[src/hw/rtl/u16lp_pkg.sv]
// Shared types, codes and lookup functions for the UTF-16 unit list parser.
// No dependencies; every other file of the block imports this package.
package u16lp_pkg;

  localparam int unsigned PrefixLen  = 19;
  localparam int unsigned PosWidth   = $clog2(PrefixLen + 1);
  localparam int unsigned EndianPos  = 15;
  localparam int unsigned UnitDigits = 4;
  localparam int unsigned CntWidth   = 3;
  localparam int unsigned UnitWidth  = 16;

  localparam logic [7:0] ChrZero    = 8'h30;
  localparam logic [7:0] ChrX       = 8'h78;
  localparam logic [7:0] ChrSpace   = 8'h20;
  localparam logic [7:0] ChrTab     = 8'h09;
  localparam logic [7:0] ChrComma   = 8'h2c;
  localparam logic [7:0] ChrClose   = 8'h5d;
  localparam logic [7:0] ChrBigSel  = 8'h62;

  typedef enum logic [2:0] {
    PH_START,
    PH_EXPECT_X,
    PH_DIGITS,
    PH_AFTER_UNIT,
    PH_AFTER_COMMA,
    PH_SPACES
  } phase_e;

  typedef enum logic [1:0] {
    ST_OK         = 2'd0,
    ST_NO_MATCH   = 2'd1,
    ST_BAD_RECORD = 2'd2,
    ST_BAD_UNITS  = 2'd3
  } status_e;

  // Prefix matcher view handed to the body parser.
  typedef struct packed {
    logic in_body;  // the whole prefix has been matched
    logic closes;   // the current byte completes the prefix
    logic endian;   // big-endian prefix seen
  } pfx_t;

  // One result beat.
  typedef struct packed {
    logic                 final_res;
    logic [UnitWidth-1:0] code_unit;
    logic                 big_endian;
    logic                 matched;
    logic [1:0]           status;
  } res_t;

  // Expected prefix byte at a position (little-endian spelling).
  function automatic logic [7:0] prefix_char(input logic [PosWidth-1:0] pos);
    logic [7:0] chr;
    case (pos)
      5'd0:    chr = 8'h63; // c
      5'd1:    chr = 8'h6f; // o
      5'd2:    chr = 8'h6e; // n
      5'd3:    chr = 8'h73; // s
      5'd4:    chr = 8'h74; // t
      5'd5:    chr = 8'h2e; // .
      5'd6:    chr = 8'h73; // s
      5'd7:    chr = 8'h74; // t
      5'd8:    chr = 8'h72; // r
      5'd9:    chr = 8'h20; // space
      5'd10:   chr = 8'h75; // u
      5'd11:   chr = 8'h74; // t
      5'd12:   chr = 8'h66; // f
      5'd13:   chr = 8'h31; // 1
      5'd14:   chr = 8'h36; // 6
      5'd15:   chr = 8'h6c; // l
      5'd16:   chr = 8'h65; // e
      5'd17:   chr = 8'h20; // space
      5'd18:   chr = 8'h5b; // [
      default: chr = 8'h00;
    endcase
    return chr;
  endfunction

  // Hex digit decode: bit 4 flags a valid digit, bits 3:0 hold its value.
  function automatic logic [4:0] hex_digit(input logic [7:0] chr);
    logic [4:0] res;
    res = 5'd0;
    if (chr inside {[8'h30:8'h39]}) begin
      res = {1'b1, 4'(chr - 8'h30)};
    end else if (chr inside {[8'h61:8'h66]}) begin
      res = {1'b1, 4'(chr - 8'h57)};
    end else if (chr inside {[8'h41:8'h46]}) begin
      res = {1'b1, 4'(chr - 8'h37)};
    end
    return res;
  endfunction

endpackage

[src/hw/rtl/u16lp_prefix.sv]
// Prefix matcher: walks the fixed record prefix and picks the byte order.
// Depends on u16lp_pkg.
module u16lp_prefix (
  input  logic              clk_i,
  input  logic              rst_ni,
  input  logic              accept_i,
  input  logic [7:0]        char_byte_i,
  input  logic              is_final_byte_i,
  output u16lp_pkg::pfx_t   pfx_o
);
  import u16lp_pkg::*;

  logic [PosWidth-1:0] pos_q, pos_d;
  logic                mismatch_q, mismatch_d;
  logic                endian_q, endian_d;
  logic                in_body;
  logic                hit_le;
  logic                hit_be;

  assign in_body = (pos_q == PosWidth'(PrefixLen));
  assign hit_le  = (char_byte_i == prefix_char(pos_q));
  assign hit_be  = (pos_q == PosWidth'(EndianPos)) && (char_byte_i == ChrBigSel);

  always_comb begin
    pos_d      = pos_q;
    mismatch_d = mismatch_q;
    endian_d   = endian_q;
    if (!mismatch_q && !in_body) begin
      if (hit_le) begin
        pos_d = pos_q + PosWidth'(1);
        if (pos_q == PosWidth'(EndianPos)) begin
          endian_d = 1'b0;
        end
      end else if (hit_be) begin
        pos_d    = pos_q + PosWidth'(1);
        endian_d = 1'b1;
      end else begin
        mismatch_d = 1'b1;
      end
    end
  end

  assign pfx_o.in_body = in_body;
  assign pfx_o.closes  = !in_body && (pos_d == PosWidth'(PrefixLen));
  assign pfx_o.endian  = endian_q;

  always_ff @(posedge clk_i or negedge rst_ni) begin
    if (!rst_ni) begin
      pos_q      <= '0;
      mismatch_q <= 1'b0;
      endian_q   <= 1'b0;
    end else if (accept_i) begin
      if (is_final_byte_i) begin
        pos_q      <= '0;
        mismatch_q <= 1'b0;
        endian_q   <= 1'b0;
      end else begin
        pos_q      <= pos_d;
        mismatch_q <= mismatch_d;
        endian_q   <= endian_d;
      end
    end
  end

endmodule

[src/hw/rtl/u16lp_body.sv]
// Body parser: unit list state machine, hex accumulation and final status.
// Depends on u16lp_pkg and the prefix view from u16lp_prefix.
module u16lp_body (
  input  logic              clk_i,
  input  logic              rst_ni,
  input  logic              accept_i,
  input  logic [7:0]        char_byte_i,
  input  logic              is_final_byte_i,
  input  logic              type_is_string_i,
  input  u16lp_pkg::pfx_t   pfx_i,
  output logic              res_valid_o,
  output u16lp_pkg::res_t   res_o
);
  import u16lp_pkg::*;

  phase_e               phase_q, phase_d;
  logic [UnitWidth-1:0] acc_q, acc_d;
  logic [CntWidth-1:0]  cnt_q, cnt_d;
  logic                 err_q, err_d;
  logic                 emit;
  logic [4:0]           hex;

  assign hex = hex_digit(char_byte_i);

  // Next state for a non-final body byte.
  always_comb begin
    phase_d = phase_q;
    acc_d   = acc_q;
    cnt_d   = cnt_q;
    err_d   = err_q;
    emit    = 1'b0;
    if (pfx_i.in_body && !err_q) begin
      case (phase_q)
        PH_START: begin
          if (char_byte_i == ChrZero) phase_d = PH_EXPECT_X;
          else err_d = 1'b1;
        end
        PH_EXPECT_X: begin
          if (char_byte_i == ChrX) begin
            phase_d = PH_DIGITS;
            acc_d   = '0;
            cnt_d   = '0;
          end else begin
            err_d = 1'b1;
          end
        end
        PH_DIGITS: begin
          if (hex[4]) begin
            acc_d = {acc_q[UnitWidth-5:0], hex[3:0]};
            cnt_d = cnt_q + CntWidth'(1);
            if (cnt_d >= CntWidth'(UnitDigits)) begin
              phase_d = PH_AFTER_UNIT;
              emit    = 1'b1;
            end
          end else begin
            err_d = 1'b1;
          end
        end
        PH_AFTER_UNIT: begin
          if (char_byte_i == ChrComma) phase_d = PH_AFTER_COMMA;
          else if (char_byte_i != ChrSpace && char_byte_i != ChrTab) err_d = 1'b1;
        end
        PH_AFTER_COMMA: begin
          if (char_byte_i == ChrSpace) phase_d = PH_SPACES;
          else err_d = 1'b1;
        end
        PH_SPACES: begin
          if (char_byte_i == ChrZero) phase_d = PH_EXPECT_X;
          else if (char_byte_i != ChrSpace) err_d = 1'b1;
        end
        default: err_d = 1'b1;
      endcase
    end
  end

  // Result beat for the current byte.
  always_comb begin
    res_valid_o     = accept_i && (is_final_byte_i || emit);
    res_o.final_res = is_final_byte_i;
    res_o.code_unit = '0;
    res_o.big_endian = pfx_i.endian;
    res_o.matched   = 1'b1;
    res_o.status    = ST_OK;
    if (is_final_byte_i) begin
      if (!pfx_i.in_body) begin
        res_o.matched    = pfx_i.closes;
        res_o.big_endian = pfx_i.closes && pfx_i.endian;
        res_o.status     = pfx_i.closes ? ST_BAD_RECORD : ST_NO_MATCH;
      end else if (!type_is_string_i || char_byte_i != ChrClose) begin
        res_o.status = ST_BAD_RECORD;
      end else if (err_q || (phase_q != PH_START && phase_q != PH_AFTER_UNIT)) begin
        res_o.status = ST_BAD_UNITS;
      end
    end else begin
      res_o.code_unit = acc_d;
    end
  end

  always_ff @(posedge clk_i or negedge rst_ni) begin
    if (!rst_ni) begin
      phase_q <= PH_START;
      acc_q   <= '0;
      cnt_q   <= '0;
      err_q   <= 1'b0;
    end else if (accept_i) begin
      if (is_final_byte_i) begin
        phase_q <= PH_START;
        acc_q   <= '0;
        cnt_q   <= '0;
        err_q   <= 1'b0;
      end else begin
        phase_q <= phase_d;
        acc_q   <= acc_d;
        cnt_q   <= cnt_d;
        err_q   <= err_d;
      end
    end
  end

endmodule

[src/hw/rtl/u16lp_out_buf.sv]
// Two-entry result buffer that decouples the output stall from the input side.
// Depends on u16lp_pkg for the result beat type.
module u16lp_out_buf (
  input  logic              clk_i,
  input  logic              rst_ni,
  input  logic              push_i,
  input  u16lp_pkg::res_t   push_data_i,
  output logic              full_o,
  output logic              out_valid_o,
  input  logic              out_stall_i,
  output u16lp_pkg::res_t   out_data_o
);
  import u16lp_pkg::*;

  res_t       slot_q [2];
  logic       rd_ptr_q;
  logic       wr_ptr_q;
  logic [1:0] count_q, count_d;
  logic       pop;

  assign out_valid_o = (count_q != 2'd0);
  assign full_o      = (count_q == 2'd2);
  assign pop         = out_valid_o && !out_stall_i;
  assign out_data_o  = slot_q[rd_ptr_q];

  always_comb begin
    count_d = count_q;
    if (push_i && !pop) count_d = count_q + 2'd1;
    else if (!push_i && pop) count_d = count_q - 2'd1;
  end

  always_ff @(posedge clk_i) begin
    if (push_i) begin
      slot_q[wr_ptr_q] <= push_data_i;
    end
  end

  always_ff @(posedge clk_i or negedge rst_ni) begin
    if (!rst_ni) begin
      rd_ptr_q <= 1'b0;
      wr_ptr_q <= 1'b0;
      count_q  <= 2'd0;
    end else begin
      count_q <= count_d;
      if (push_i) wr_ptr_q <= !wr_ptr_q;
      if (pop)    rd_ptr_q <= !rd_ptr_q;
    end
  end

endmodule

[src/hw/rtl/utf16_unit_list_parser_top.sv]
// Top level of the UTF-16 unit list parser.
// Depends on u16lp_pkg, u16lp_prefix, u16lp_body and u16lp_out_buf.
//
// The parser takes a text record one byte per beat, with is_final_byte_i
// marking the last byte. The record must open with "const.str utf16le [" or
// "const.str utf16be ["; the body is a list of units written "0x" plus exactly
// four hex digits, separated by optional blanks, a comma and at least one
// space. Each unit leaves as a beat with final_res_o low as soon as its fourth
// digit arrives. The last byte always yields one status beat (final_res_o
// high): ok, not matched, bad record (type not string or no
// closing bracket), or bad units. On any status other than ok the consumer
// must drop the units already delivered for that record. Every input byte is
// handled in the cycle it is accepted, so one byte can be taken each clock;
// at most one beat comes out per byte. Results pass through a two-entry
// buffer, so input keeps flowing while one finished beat waits; in_stall_o
// rises only when both buffer entries are occupied. The parser returns to its
// reset state after each record, so records follow each other directly.
module utf16_unit_list_parser_top (
  input  logic        clk_i,
  input  logic        rst_ni,
  // Byte input channel.
  input  logic        in_valid_i,
  output logic        in_stall_o,
  input  logic [7:0]  char_byte_i,
  input  logic        is_final_byte_i,
  input  logic        type_is_string_i,
  // Result channel.
  output logic        out_valid_o,
  input  logic        out_stall_i,
  output logic        final_res_o,
  output logic [15:0] code_unit_o,
  output logic        big_endian_o,
  output logic        matched_o,
  output logic [1:0]  status_o
);
  import u16lp_pkg::*;

  logic accept;
  logic full;
  logic res_valid;
  pfx_t pfx;
  res_t res;
  res_t out_data;

  // A byte is taken whenever the result buffer has a free entry.
  assign in_stall_o = full;
  assign accept     = in_valid_i && !in_stall_o;

  u16lp_prefix u_prefix (
    .clk_i           (clk_i),
    .rst_ni          (rst_ni),
    .accept_i        (accept),
    .char_byte_i     (char_byte_i),
    .is_final_byte_i (is_final_byte_i),
    .pfx_o           (pfx)
  );

  u16lp_body u_body (
    .clk_i            (clk_i),
    .rst_ni           (rst_ni),
    .accept_i         (accept),
    .char_byte_i      (char_byte_i),
    .is_final_byte_i  (is_final_byte_i),
    .type_is_string_i (type_is_string_i),
    .pfx_i            (pfx),
    .res_valid_o      (res_valid),
    .res_o            (res)
  );

  u16lp_out_buf u_out_buf (
    .clk_i       (clk_i),
    .rst_ni      (rst_ni),
    .push_i      (res_valid),
    .push_data_i (res),
    .full_o      (full),
    .out_valid_o (out_valid_o),
    .out_stall_i (out_stall_i),
    .out_data_o  (out_data)
  );

  assign final_res_o  = out_data.final_res;
  assign code_unit_o  = out_data.code_unit;
  assign big_endian_o = out_data.big_endian;
  assign matched_o    = out_data.matched;
  assign status_o     = out_data.status;

endmodule
[config.mk]
export PLATFORM = sky130hd
export DESIGN_NAME = utf16_unit_list_parser_top
export DESIGN_NICKNAME = d
export VERILOG_FILES = /design/src/hw/rtl/u16lp_pkg.sv /design/src/hw/rtl/u16lp_prefix.sv /design/src/hw/rtl/u16lp_body.sv /design/src/hw/rtl/u16lp_out_buf.sv /design/src/hw/rtl/utf16_unit_list_parser_top.sv
export SDC_FILE = /design/constraint.sdc
export NUM_CORES = 1
export LEC_CHECK = 0
export BUFFER_PORTS_ARGS = -buffer_cell sky130_fd_sc_hd__buf_4
export CAP_MARGIN = 20
export CORE_ASPECT_RATIO = 1.4
export CORE_MARGIN = 4
export CORE_UTILIZATION = 45
export CTS_BUF_LIST = sky130_fd_sc_hd__clkbuf_4
export CTS_CLUSTER_DIAMETER = 120
export DETAILED_ROUTE_END_ITERATION = 10
export GPL_TIMING_DRIVEN = 0
export PLACE_DENSITY_LB_ADDON = 0.12
export SLEW_MARGIN = 20
export SYNTH_ARGS = -nofsm -noshare
export SYNTH_HDL_FRONTEND = slang
export SYNTH_SLANG_ARGS = --single-unit
[constraint.sdc]
create_clock -name clk_i -period 8.8 [get_ports clk_i]
set_input_delay 0.88 -clock clk_i [delete_from_list [all_inputs] [get_ports clk_i]]
set_output_delay 0.88 -clock clk_i [all_outputs]
set_load 0.02 [all_outputs]
Word level (Yosys, flattened, before mapping)
Memory sizes are Yosys's and may differ from the RTL's.
Index checks and enable logic that the tools add are counted.
Widths: inputs -> output; s select.
Word-level totals
  flip-flop bits (word level): 34
  bits in writable memories: 42
  ROM bits: 224
  input port bits: 14
  output and inout bits: 23
  logic and storage cells: 165
  memories: 2
Memory list
  (name not given): words 32, width 7, read ports 1, clocked after Yosys merged registers in 0, write ports 0, line u16lp_pkg.sv:55  | case (pos)
  u_out_buf.slot_q: words 2, width 21, read ports 1, clocked after Yosys merged registers in 0, write ports 1, line u16lp_out_buf.sv:15  | res_t slot_q [2];
Cells by class
  add/sub/neg operators: 7
  $lt $le $gt $ge: 7
  eq/ne operators: 36
  multiplexer cells: 60
  reductions and logical operators: 43
Operators by type and width (count)
  $mux 16: 4
  $mux 3: 12
  $mux 5: 7
  $pmux 16 s2: 1
  $mux 1: 25
  $eq 8x6->1 const B: 3
  $ne 3x2->1 const B: 8
  $ne 3x3->1 const B: 7
  $eq 8x7->1 const B: 2
  $ge 8x7->1 const B: 2
  $le 8x7->1 const B: 2
  $logic_and 1x1->1: 15
  $pmux 3 s5: 1
  $mux 2: 7
  $eq 5x5->1 const B: 2
  $logic_not 1->1: 10
  $reduce_and 10->1: 1
  $reduce_and 9->1: 1
  $reduce_bool 3->1: 3
  $eq 8x8->1: 1
  $ge 8x6->1 const B: 1
  $le 8x6->1 const B: 1
  $ne 8x4->1 const B: 1
  $ne 8x6->1 const B: 1
  25 further kinds: 35

Logic depth before layout (Yosys ltp)
Gate-level depths: netlist (run 1).
  word-level depth: 14
  mapped depth: 12
  mapped depth without buffers: 12

By module
A second synthesis (run 1) with hierarchy kept.
Unflattened totals
  cells, all modules: 383
  area, all modules: 4475.5 um2
By module, submodules not included
  u16lp_body: times used 1, cells an instance 191, area each 1786.7 um2, seq. area each 575.6 um2
  u16lp_out_buf: times used 1, cells an instance 81, area each 1721.7 um2, seq. area each 1361.3 um2
  u16lp_prefix: times used 1, cells an instance 110, area each 953.4 um2, seq. area each 175.2 um2
  utf16_unit_list_parser_top: times used 1, cells an instance 1, area each 13.8 um2, seq. area each 0.0 um2

Least setup slack after synthesis (run 1)
Ideal clock, no wire load.
  path type: input -> register
  from: input port char_byte_i[0]
  to: memory u_out_buf.slot_q[0][0] in the netlist's numbering, enable pin
  setup time: 0.406 ns
  arrival: 3.199 ns
  data required time: 8.394 ns
  setup slack: 5.195 ns
  stages: 8
  buffers on the path: 0
  cells stage by stage: inv_1 ha_1 nor3b_1 nor4b_1 a21oi_1 a21oi_1 nand3_1 a21oi_1
Between the ends
  longest elaborated chain between the ends: 12
  elaborated cells on any way between the ends: 19
  classes of those cells: order compare (6); mux (8); reduce/logical (5)
Ends and longest elaborated chain
  start, declared: line utf16_unit_list_parser_top.sv:24  | input logic [7:0] char_byte_i,
  $ge 8x7->1 / $le 8x7->1 (equally long branches): line u16lp_pkg.sv:88  | end else if (chr inside {[8'h41:8'h46]}) begin
  $logic_and 1x1->1: line u16lp_pkg.sv:88
  $mux 5: line u16lp_pkg.sv:88
  $mux 5: line u16lp_pkg.sv:86  | end else if (chr inside {[8'h61:8'h66]}) begin
  $mux 5 (*): line u16lp_pkg.sv:84  | if (chr inside {[8'h30:8'h39]}) begin
  $mux 1 (*): line u16lp_body.sv:48  | if (hex[4]) begin
  $mux 1 (*): line u16lp_body.sv:33  | case (phase_q)
  $mux 1 (*): line u16lp_body.sv:32  | if (pfx_i.in_body && !err_q) begin
  $logic_or 1x1->1 (*): line u16lp_body.sv:78  | res_valid_o = accept_i && (is_final_byte_i || emit);
  $logic_and 1x1->1 (*): line u16lp_body.sv:78
  $mux 1 (*): line u16lp_out_buf.sv:33  | if (push_i) begin
  $mux 1 (not written as such) (*): line u16lp_out_buf.sv:34  | slot_q[wr_ptr_q] <= push_data_i;
  end, declared: line u16lp_out_buf.sv:15
Every way passes the cells marked *; elsewhere a longest branch is shown, timed or not.

==> qor.csv, run 1 <==
stage,metric,value,unit
timing,Rel. slew slack,0.419,
synthesis,Most used DFF post-synth,edfxtp_1,
grt,largest net degree at the start of global routing,35,
synthesis,Synth Net Count,429,
flow_run,Max-Cap Viols,0,
timing,final setup fails,0,
routing,total iterations of the first detailed-routing run,5,
final_layout,Final #Nets,474,
grt,vias in the first global route,3285,
timing,Fmax,262,MHz
routing,vias per inst,6.01,
place,Area after DPL,0.00473,mm2
routing,DR vias,3376,
synthesis,Synth area leader,edfxtp_1,
die,die extent in y,124,um
worst_setup_path,Critical Path End Type,register,
die,core area,0.00941,mm2
final_layout,"most common cell after layout, fill and taps aside",edfxtp_1,
place,Placed Cells incl. Taps,545,
grt,grt ovf,0,
place,port bufs,34,
timing,Worst Tran Pin Value,850,ps
die,initial core utilization,0.460,
power_and_ir_drop,Design Power,1.18,mW
synthesis,cell count after synthesis,401,
timing,Final Slew Violations,0,
routing,post-route DRC violation count,0,
worst_setup_path,CP required,8950,ps
clock_network,post-cts repair resize count,0,
timing,RSZ-0062 raised after global routing,no,
power_and_ir_drop,P_leak,1.95,nW
status,status,"complete, no violations",
final_layout,most frequent cells in the layout,"42 x edfxtp_1, 34 x buf_4, 34 x dfrtp_1",
clock_network,CTS tree,yes,
routing,final WL,10.1,mm
clock_network,"Reg clk slew, reported paths",120,ps
timing,hold slack final,401,ps
power_and_ir_drop,Max VDD drop,0.0964,mV
timing,setup TNS,0,ps
worst_hold_path,class of the worst hold path,input pin to async pin,
clock_network,Worst-Skew Late Latency,420,ps
final_layout,Post-Layout Inst Area,0.00489,mm2
grt,first-pass GRT wire length,16.6,mm
routing,DRT iter0 DRCs,156,
timing,fin crit period,3820,ps
timing,Final Skew,12.8,ps
timing,period utilisation layout,0.434,
worst_setup_path,WS Path Type,register to register,
routing,routed len/inst,18.0,um
grt,initial antenna violation count,1,
synthesis,Syn Area/Cell,10.8,um2
clock_network,worst-case clock buffer depth,2,
synthesis,area share of the leading cell type in the synthesized netlist,0.291,
worst_setup_path,"Arr. time, crit path",3970,ps
routing,post-route ant nets,0,
place,GPL Wtd Cong,0.907,
clock_network,TritonCTS sink count,76,
synthesis,largest cells by area after synthesis,"edfxtp_1 29%, dfrtp_1 20%, mux2_2 6.0%",
clock_network,Num CTS Buffers,9,
die,Die W,90.9,um
synthesis,synthesis warning total,0,
timing,Final Hold Viols,0,
worst_setup_path,Crit Path Max Fanout,9,
worst_setup_path,worst r2r src,u_prefix.pos_q[0],
clock_network,Post-CTS Setup Repair Bufs,0,
synthesis,post-synthesis sequential area ratio,0.488,
final_layout,final-layout fill cell count,872,
worst_setup_path,Setup crit start,u_prefix.pos_q[0],
final_layout,Final Non-Filler Cells,562,
synthesis,"EDFF count, synth",42,
die,Rows,42,
synthesis,#FFs+latches synth,76,
worst_setup_path,Worst setup SP type,register,
clock_network,H-tree levels,3,
clock_network,Root Buffer,clkbuf_4,
final_layout,Area Growth Syn to Fin,13.1,%
final_layout,share of layout cells above drive strength 1,0.186,
synthesis,synth unique cells,62,
synthesis,"Async S/R FF share, synth",0.447,
place,hpwl dp,7.44,mm
clock_network,hold-fix buffers at CTS,0,
die,Top Ports,37,
die,die area,0.0113,mm2
power_and_ir_drop,power density cells,241,mW/mm2
synthesis,Syn Std Cell Area,0.00433,mm2
grt,All-Layer GR Usage,0.188,
-- flip-flops by register name (all words and copies together), names as in the netlist --
register,flops
u_body.cnt_q,3
u_body.phase_q,3
u_prefix.pos_q,5
u_out_buf.slot_q,42
u_prefix.endian_q,1
u_out_buf.rd_ptr_q,1
u_prefix.mismatch_q,1
u_body.acc_q,16
u_out_buf.wr_ptr_q,1
u_body.err_q,1
u_out_buf.count_q,2
-- routing by layer --
metal,share of wire,up-vias,global-route usage,wire [um]
met4,0.022,0,0.0698,221
li1,-,1618,-,-
met3,0.037,16,0.0320,371
met1,0.42,1658,0.224,4250
met2,0.52,84,0.340,5290
met5,0,-,0,0
-- worst max-delay path: stages (launching register included) --
cell and delay, ps:
dfrtp_1 600, inv_1 220, ha_1 410, or2b_1 290
a32o_1 300, xor2_1 150, o32a_1 380, o31ai_1 420
a21oi_1 170, a2111oi_4 420, o21ai_1 180
-- power breakdown --
part / total [mW] / switching [mW] / internal, mW
Combinational: 0.479 / 0.278 / 0.202
Clock: 0.237 / 0.116 / 0.121
Sequential: 0.466 / 0.0380 / 0.428
Total: 1.18 / 0.432 / 0.750
-- cell type report --
| type | count | area (um2) | share of cell area |
|---|---|---|---|
| inverters | 10 | 37.5 | 0.00767 |
| plain buffers | 23 | 100 | 0.0204 |
| well taps | 110 | 138 | 0.0281 |
| multi-input cells | 292 | 2090 | 0.427 |
| clock buffers | 11 | 82.6 | 0.0169 |
| diodes | 1 | 2.50 | 0.000511 |
| flip-flops and latches | 76 | 2110 | 0.431 |
| repair buffers | 34 | 255 | 0.0521 |
| clock inverters | 5 | 76.3 | 0.0156 |
-- stage by stage --
stage | utilization | setup WS (ps)
finish | 0.520 | 4980
global route | 0.520 | 4880
CTS | 0.520 | 5050
detailed placement | 0.503 | 4800
global placement | 0.502 | 4180
floorplan | - | 5190
-- cell usage after synthesis, types with 4 or more instances --
master	count
a21o_1	6
a21oi_1	20
a22o_1	27
a31oi_1	6
a32o_1	4
and3_1	4
buf_2	5
clkbuf_1	15
dfrtp_1	34
edfxtp_1	42
ha_1	14
inv_1	10
mux2_2	23
nand2_1	26
nand2b_1	15
nand3_1	12
nor2_1	22
nor2b_1	7
nor3_1	10
nor4_1	5
nor4b_1	4
o21a_1	7
o21ai_0	15
o31ai_1	4
xnor2_1	4
xor2_1	5
-- logic make-up after synthesis --
kind of cell | count (synthesis) | synth area share
simple gates | 130 | 0.164
compound gates | 116 | 0.197
flops | 76 | 0.488
buf+inv | 33 | 0.0318
mux | 23 | 0.0598
fa+ha+maj | 14 | 0.0405
xor+xnor | 9 | 0.0182
-- path summary, 6_finish.rpt --
check	to	slack (ps)	cells past startpoint
max	u_out_buf.slot_q[0][0]	4980	10
min	u_body.phase_q[1]	400	1
max reg2reg	u_out_buf.slot_q[0][0]	4980	10
min reg2reg	u_body.cnt_q[1]	500	2
max in group asynchronous	u_prefix.pos_q[2]	8060	1
min in group clk_i	u_body.cnt_q[1]	500	2
No activity file was read; power rests on OpenSTA's default activity.
==> run 2, diff against run 1 <==
Clock period 8.8 ns to 3.2 ns, I/O delays scaled along.
==> qor.csv, run 2 (synthesis results as in run 1) <==
stage,metric,value,unit,change
final_layout,final core utilization,0.548,,was 0.520
worst_setup_path,WS Path Type,register to register,,unchanged
routing,DR vias,3462,,was 3376
worst_setup_path,Slowest cell on crit path,dfrtp_2,,was dfrtp_1
clock_network,Root Buffer,clkbuf_4,,unchanged
place,GPL Wtd Cong,0.907,,unchanged
routing,DRT iter0 DRCs,149,,was 156
flow_run,Max-Cap Viols,0,,unchanged
clock_network,TritonCTS sink count,76,,unchanged
routing,final WL,10.4,mm,was 10.1 mm
timing,Final Hold Viols,0,,unchanged
final_layout,"most common cell after layout, fill and taps aside",buf_4,,was edfxtp_1
timing,hold slack final,103,ps,was 401 ps
final_layout,final-layout fill cell count,852,,was 872
timing,period utilisation layout,0.977,,was 0.434
clock_network,worst-case clock buffer depth,2,,unchanged
clock_network,Num CTS Buffers,9,,unchanged
timing,Rel. slew slack,0.470,,was 0.419
place,port bufs,34,,unchanged
power_and_ir_drop,P_leak,2.05,nW,was 1.95 nW
timing,fin crit period,3120,ps,was 3820 ps
timing,Final Skew,13.4,ps,was 12.8 ps
routing,total iterations of the first detailed-routing run,4,,was 5
die,initial core utilization,0.460,,unchanged
power_and_ir_drop,Max VDD drop,0.266,mV,was 0.0964 mV
final_layout,most flop-heavy register,u_out_buf.slot_q,,unchanged
worst_setup_path,worst-path cell chain,inv_4 > ha_4 > or2b_1 > a32o_2 > xor2_1 > o32a_1 > o31a_1 > o21a_1 > a2111oi_4 > o211a_1,,was inv_1 > ha_1 > or2b_1 > a32o_1 > xor2_1 > o32a_1 > o31ai_1 > a21oi_1 > a2111oi_4 > o21ai_1
timing,RSZ-0062 raised after global routing,yes,,was no
clock_network,CTS tree,yes,,unchanged
grt,largest net degree at the start of global routing,35,,unchanged
die,Rows,42,,unchanged
clock_network,"Reg clk slew, reported paths",120,ps,about the same
place,hpwl dp,7.44,mm,unchanged
routing,vias per inst,5.97,,was 6.01
die,die extent in y,124,um,unchanged
final_layout,most frequent cells in the layout,"49 x buf_4, 42 x edfxtp_1, 32 x dfrtp_1",,"was 42 x edfxtp_1, 34 x buf_4, 34 x dfrtp_1"
die,core area,0.00941,mm2,unchanged
clock_network,Worst-Skew Late Latency,420,ps,about the same
power_and_ir_drop,power density cells,659,mW/mm2,was 241 mW/mm2
final_layout,biggest regs,"u_out_buf.slot_q x42, u_body.acc_q x16, u_prefix.pos_q x5",,unchanged
timing,PnR worst setup slack,75.2,ps,was 4980 ps
place,Setup WS pre-CTS,-512,ps,was 4800 ps
worst_setup_path,"Arr. time, crit path",3410,ps,was 3970 ps
worst_setup_path,Worst setup SP type,register,,unchanged
routing,post-route ant nets,0,,unchanged
worst_hold_path,class of the worst hold path,input pin to register,,was input pin to async pin
grt,All-Layer GR Usage,0.188,,about the same
status,status,"complete, no violations",,unchanged
routing,routed len/inst,17.9,um,was 18.0 um
worst_setup_path,CP required,3490,ps,was 8950 ps
routing,post-route DRC violation count,0,,unchanged
grt,vias in the first global route,3291,,was 3285
worst_setup_path,Crit Path Max Fanout,5,,was 9
final_layout,share of layout cells above drive strength 1,0.262,,was 0.186
worst_setup_path,Critical Path End Type,register,,unchanged
timing,Fmax,320,MHz,was 262 MHz
final_layout,Final #Nets,492,,was 474
timing,final setup fails,0,,unchanged
final_layout,max FFs per register,42,,unchanged
final_layout,Area Growth Syn to Fin,19.1,%,was 13.1%
clock_network,H-tree levels,3,,unchanged
grt,first-pass GRT wire length,16.8,mm,was 16.6 mm
timing,Final Slew Violations,0,,unchanged
timing,Worst Tran Pin Value,776,ps,was 850 ps
die,die area,0.0113,mm2,unchanged
worst_setup_path,worst stage delay on the critical path,460,ps,was 600 ps
grt,initial antenna violation count,1,,unchanged
grt,grt ovf,0,,unchanged
die,Die W,90.9,um,unchanged
die,Top Ports,37,,unchanged
-- run 2: where the power goes --
| group | total, mW | switching, mW | internal (mW) | leakage [nW] |
|---|---|---|---|---|
| Sequential | 1.27 | 0.0954 | 1.18 | 0.845 |
| Combinational | 1.47 | 0.831 | 0.642 | 1.12 |
| Clock | 0.651 | 0.319 | 0.332 | 0.0861 |
-- run 2: stage by stage --
stage / cells / TNS [ps] / area, um2 / power [mW]
2_1_floorplan: 401 / 0 / 4330 / 2.19
3_3_place_gp: 545 / -25160 / 4720 / 2.60
3_5_place_dp: 545 / -9450 / 4730 / 2.63
4_1_cts: 568 / 0 / 4990 / 3.34
5_1_grt: 580 / -170 / 5160 / 3.61
6_report: 580 / 0 / 5160 / 3.40
-- run 2: area by class of cell --
type	instances	area, um2	share of cell area
flip-flops and latches	76	2110	0.410
plain buffers	23	101	0.0197
clock buffers	11	82.6	0.0160
well taps	110	138	0.0267
clock inverters	5	76.3	0.0148
diodes	1	2.50	0.000485
repair buffers	52	400	0.0777
multi-input cells	292	2200	0.426
inverters	10	42.5	0.00825
-- run 2: worst max-delay path, delay by kind of cell (launching register included) --
family,cells,cell delay [ps]
buf+inv,1,90
simple gates,1,260
compound gates,6,1810
xor+xnor,1,140
fa+ha+maj,1,210
flops,1,460
-- run 2: timing repair --
| action | CTS | global route |
|---|---|---|
| hold buffers | 1 | 0 |
| setup buffers | 6 | 11 |
| hold endpoints to repair | 34 | 0 |
| gates resized for setup | 13 | 19 |
| cloned | 0 | 0 |
| pin swaps | 2 | 10 |
| setup endpoints to repair | 34 | 16 |
-- run 2: worst paths after layout --
kind / start / end / depth (start not counted) / slack [ps]
worst max register to register: u_prefix.pos_q[0] / u_out_buf.slot_q[1][1] / 10 / 80
worst max-delay path: u_prefix.pos_q[0] / u_out_buf.slot_q[1][1] / 10 / 80
worst min register to register: u_body.cnt_q[1] / u_body.cnt_q[1] / 2 / 500
min in group asynchronous: rst_ni / u_body.phase_q[0] / 2 / 390
worst min-delay path: is_final_byte_i / u_out_buf.slot_q[0][20] / 1 / 100
max in group asynchronous: rst_ni / u_prefix.pos_q[0] / 2 / 2470
-- run 2: layer usage --
metal  GRT usage  wire [um]  part of all wire
met4      0.0660        200             0.019
met1       0.225       4310              0.41
met5           0          0                 0
met2       0.344       5550              0.53
met3      0.0320        332             0.032
==> run 3, diff against run 2 <==
Settings changed: ABC_AREA set to 1, SYNTH_HIERARCHICAL set to 1.
==> qor.csv, run 3 <==
stage,metric,value,unit,change
clock_network,Root Buffer,clkbuf_4,,unchanged
synthesis,Most used DFF post-synth,edfxtp_1,,unchanged
status,status,"complete, no violations",,unchanged
synthesis,area share of the leading cell type in the synthesized netlist,0.268,,was 0.291
synthesis,synthesis warning total,6,,was 0
worst_setup_path,CP required,3250,ps,was 3490 ps
final_layout,max FFs per register,42,,unchanged
final_layout,Final #Nets,682,,was 492
worst_setup_path,Worst setup SP type,register,,unchanged
flow_run,Max-Cap Viols,0,,unchanged
timing,Fmax,354,MHz,was 320 MHz
final_layout,biggest regs,"u_out_buf/slot_q x42, u_body/acc_q x16, u_prefix/pos_q x5",,"was u_out_buf.slot_q x42, u_body.acc_q x16, u_prefix.pos_q x5"
die,core area,0.0101,mm2,was 0.00941 mm2
power_and_ir_drop,power density cells,541,mW/mm2,was 659 mW/mm2
timing,Worst Tran Pin Value,847,ps,was 776 ps
place,hpwl dp,7.89,mm,was 7.44 mm
power_and_ir_drop,Design Power,2.87,mW,was 3.40 mW
timing,setup TNS,0,ps,unchanged
final_layout,Post-Layout Inst Area,0.00530,mm2,was 0.00516 mm2
synthesis,Synth area leader,edfxtp_1,,unchanged
grt,first-pass GRT wire length,17.0,mm,was 16.8 mm
routing,wire length on met2,5.28,mm,was 5.55 mm
final_layout,most frequent cells in the layout,"254 x nand2_1, 48 x inv_1, 48 x nand3_1",,"was 49 x buf_4, 42 x edfxtp_1, 32 x dfrtp_1"
synthesis,Syn Area/Cell,7.79,um2,was 10.8 um2
final_layout,Final Non-Filler Cells,795,,was 580
grt,vias in the first global route,3610,,was 3291
worst_setup_path,WS Path Type,register to register,,unchanged
timing,RSZ-0062 raised after global routing,no,,was yes
routing,Routed met1 length,4.34,mm,was 4.31 mm
routing,Top Metal Used,met4,,unchanged
place,Placed Cells incl. Taps,777,,was 545
place,Setup WS pre-CTS,103,ps,was -512 ps
timing,PnR worst setup slack,375,ps,was 75.2 ps
synthesis,"Async S/R FF share, synth",0.447,,unchanged
worst_setup_path,Worst R2R End,u_out_buf/slot_q[1][18],,was u_out_buf.slot_q[1][1]
routing,final WL,10.1,mm,was 10.4 mm
timing,Rel. slew slack,0.434,,was 0.470
final_layout,Area Growth Syn to Fin,12.4,%,was 19.1%
worst_setup_path,Crit Path Max Fanout,21,,was 5
synthesis,cell count after synthesis,605,,was 401
routing,post-route DRC violation count,0,,unchanged
power_and_ir_drop,Max VDD drop,0.184,mV,was 0.266 mV
die,Die W,94.5,um,was 90.9 um
place,Area after DPL,0.00517,mm2,was 0.00473 mm2
timing,final setup fails,0,,unchanged
synthesis,Synth Net Count,633,,was 429
timing,Final Skew,13.7,ps,was 13.4 ps
timing,Final Slew Violations,0,,unchanged
die,initial core utilization,0.469,,was 0.460
worst_setup_path,Critical Path End Type,register,,unchanged
clock_network,worst-case clock buffer depth,2,,unchanged
synthesis,post-synthesis sequential area ratio,0.448,,was 0.488
routing,met3 routed wirelength,343,um,was 332 um
die,die area,0.0122,mm2,was 0.0113 mm2
final_layout,final core utilization,0.527,,was 0.548
power_and_ir_drop,P_leak,2.66,nW,was 2.05 nW
timing,hold slack final,152,ps,was 103 ps
routing,routed len/inst,12.7,um,was 17.9 um
final_layout,share of layout cells above drive strength 1,0.200,,was 0.262
clock_network,TritonCTS sink count,76,,unchanged
worst_hold_path,Hold Crit Start,is_final_byte_i,,unchanged
grt,initial antenna violation count,1,,unchanged
clock_network,CTS tree,yes,,unchanged
grt,largest net degree at the start of global routing,35,,unchanged
place,port bufs,36,,was 34
synthesis,Synth top cells by count,"254 x nand2_1, 50 x inv_1, 48 x nand3_1, 42 x edfxtp_1, 36 x nor2_1",,"was 42 x edfxtp_1, 34 x dfrtp_1, 27 x a22o_1, 26 x nand2_1, 23 x mux2_2"
timing,Final Hold Viols,0,,unchanged
routing,DRT iter0 DRCs,147,,was 149
final_layout,"most common cell after layout, fill and taps aside",nand2_1,,was buf_4
worst_setup_path,Reg2Reg Depth,10,,unchanged
clock_network,H-tree levels,3,,unchanged
die,Rows,43,,was 42
timing,period utilisation layout,0.883,,was 0.977
grt,grt ovf,0,,unchanged
place,GPL Wtd Cong,0.836,,was 0.907
synthesis,top-count cell post-synth,nand2_1,,was edfxtp_1
clock_network,"Reg clk slew, reported paths",110,ps,was 120 ps
timing,fin crit period,2820,ps,was 3120 ps
synthesis,largest cells by area after synthesis,"edfxtp_1 27%, nand2_1 20%, dfrtp_1 18%",,"was edfxtp_1 29%, dfrtp_1 20%, mux2_2 6.0%"
synthesis,"EDFF count, synth",42,,unchanged
synthesis,synth unique cells,39,,was 62
clock_network,Worst-Skew Late Latency,420,ps,about the same
synthesis,#FFs+latches synth,76,,unchanged
worst_hold_path,class of the worst hold path,input pin to register,,unchanged
routing,post-route ant nets,0,,unchanged
die,die extent in y,129,um,was 124 um
routing,vias per inst,4.89,,was 5.97
grt,All-Layer GR Usage,0.179,,was 0.188
worst_setup_path,"Arr. time, crit path",2870,ps,was 3410 ps
synthesis,Syn Std Cell Area,0.00471,mm2,was 0.00433 mm2
worst_hold_path,Hold Path Sink,u_prefix/endian_q,,was u_out_buf.slot_q[0][20]
routing,DR vias,3887,,was 3462
die,Top Ports,37,,unchanged
worst_setup_path,worst r2r src,u_out_buf/count_q[1],,was u_prefix.pos_q[0]
clock_network,Num CTS Buffers,9,,unchanged
final_layout,most flop-heavy register,u_out_buf/slot_q,,was u_out_buf.slot_q
routing,total iterations of the first detailed-routing run,5,,was 4
worst_hold_path,Cells on Worst Hold Path,2,,was 1
worst_setup_path,r2r setup slk,380,ps,was 80 ps
-- run 3: cell count changes after synthesis, sizes merged, moves of 7 or more --
| cell | change |
|---|---|
| nor2 | +23 |
| buf | +9 |
| mux2 | -23 |
| nand3 | +41 |
| clkbuf | -14 |
| nand2b | -15 |
| a22o | -27 |
| nand2 | +257 |
| nor2b | -7 |
| nand4 | +7 |
| a21oi | -15 |
| nor3 | -9 |
| inv | +49 |
-- run 3: worst max path at each step --
stage | depth (start not counted) | startpoint | to
3_5_place_dp | 21 | u_prefix/pos_q[1] | u_out_buf/slot_q[1][1]
2_1_floorplan | 10 | u_prefix/pos_q[1] | u_out_buf/slot_q[0][0]
3_3_place_gp | 10 | u_prefix/pos_q[1] | u_out_buf/slot_q[0][18]
4_1_cts | 21 | u_prefix/pos_q[1] | u_out_buf/slot_q[1][1]
5_1_grt | 21 | u_prefix/pos_q[1] | u_out_buf/slot_q[1][1]
6_report | 10 | u_out_buf/count_q[1] | u_out_buf/slot_q[1][18]
-- run 3: logic make-up (layout without fill, tap and decap cells) --
kind of cell,after synthesis,count (layout),synth area share
AO/OA/AOI/OAI,30,30,0.0356
other,0,1,0
AND/OR/NAND/NOR,401,401,0.386
buffers and inverters,78,132,0.0823
XOR/XNOR,6,6,0.0111
flip-flops,76,76,0.448
adder cells (fa/ha/maj),14,14,0.0372
-- run 3: what timing repair did --
action | in CTS | in global routing
hold buffers | 1 | 0
endpoints found under the hold margin | 34 | 0
buffers inserted | 0 | 0
resized for setup | 0 | 5
setup endpoints to repair | 0 | 6
-- run 3: layout make-up --
cell class	count	area, um2
repair buffers	38	292
multi-input cells	451	2220
clock buffers	13	97.6
diodes	1	2.50
well taps	135	169
plain buffers	18	160
inverters	60	228
fillers	997	4760
clock inverters	3	17.5
flip-flops and latches	76	2110
-- run 3: routing by layer --
layer	up-vias	GRT usage
met4	0	0.0722
met1	1787	0.210
li1	2032	-
met3	9	0.0331
met5	-	0
met2	59	0.320
-- run 3: worst max-delay path: stages, from the launching register on --
cell and delay [ps]:
dfrtp_1 410, inv_1 90, nor2_1 70, nor2_2 280, buf_2 290, inv_1 80
nor2_1 210, nand4_1 120, nand2_1 210, nand2_1 80, inv_1 620
-- run 3: where the power goes --
part	leakage (nW)	internal, mW	switching, mW	total, mW
Sequential	0.851	1.15	0.0680	1.22
Clock	0.0678	0.193	0.305	0.497
Combinational	1.74	0.415	0.732	1.15
Total	2.66	1.76	1.10	2.87
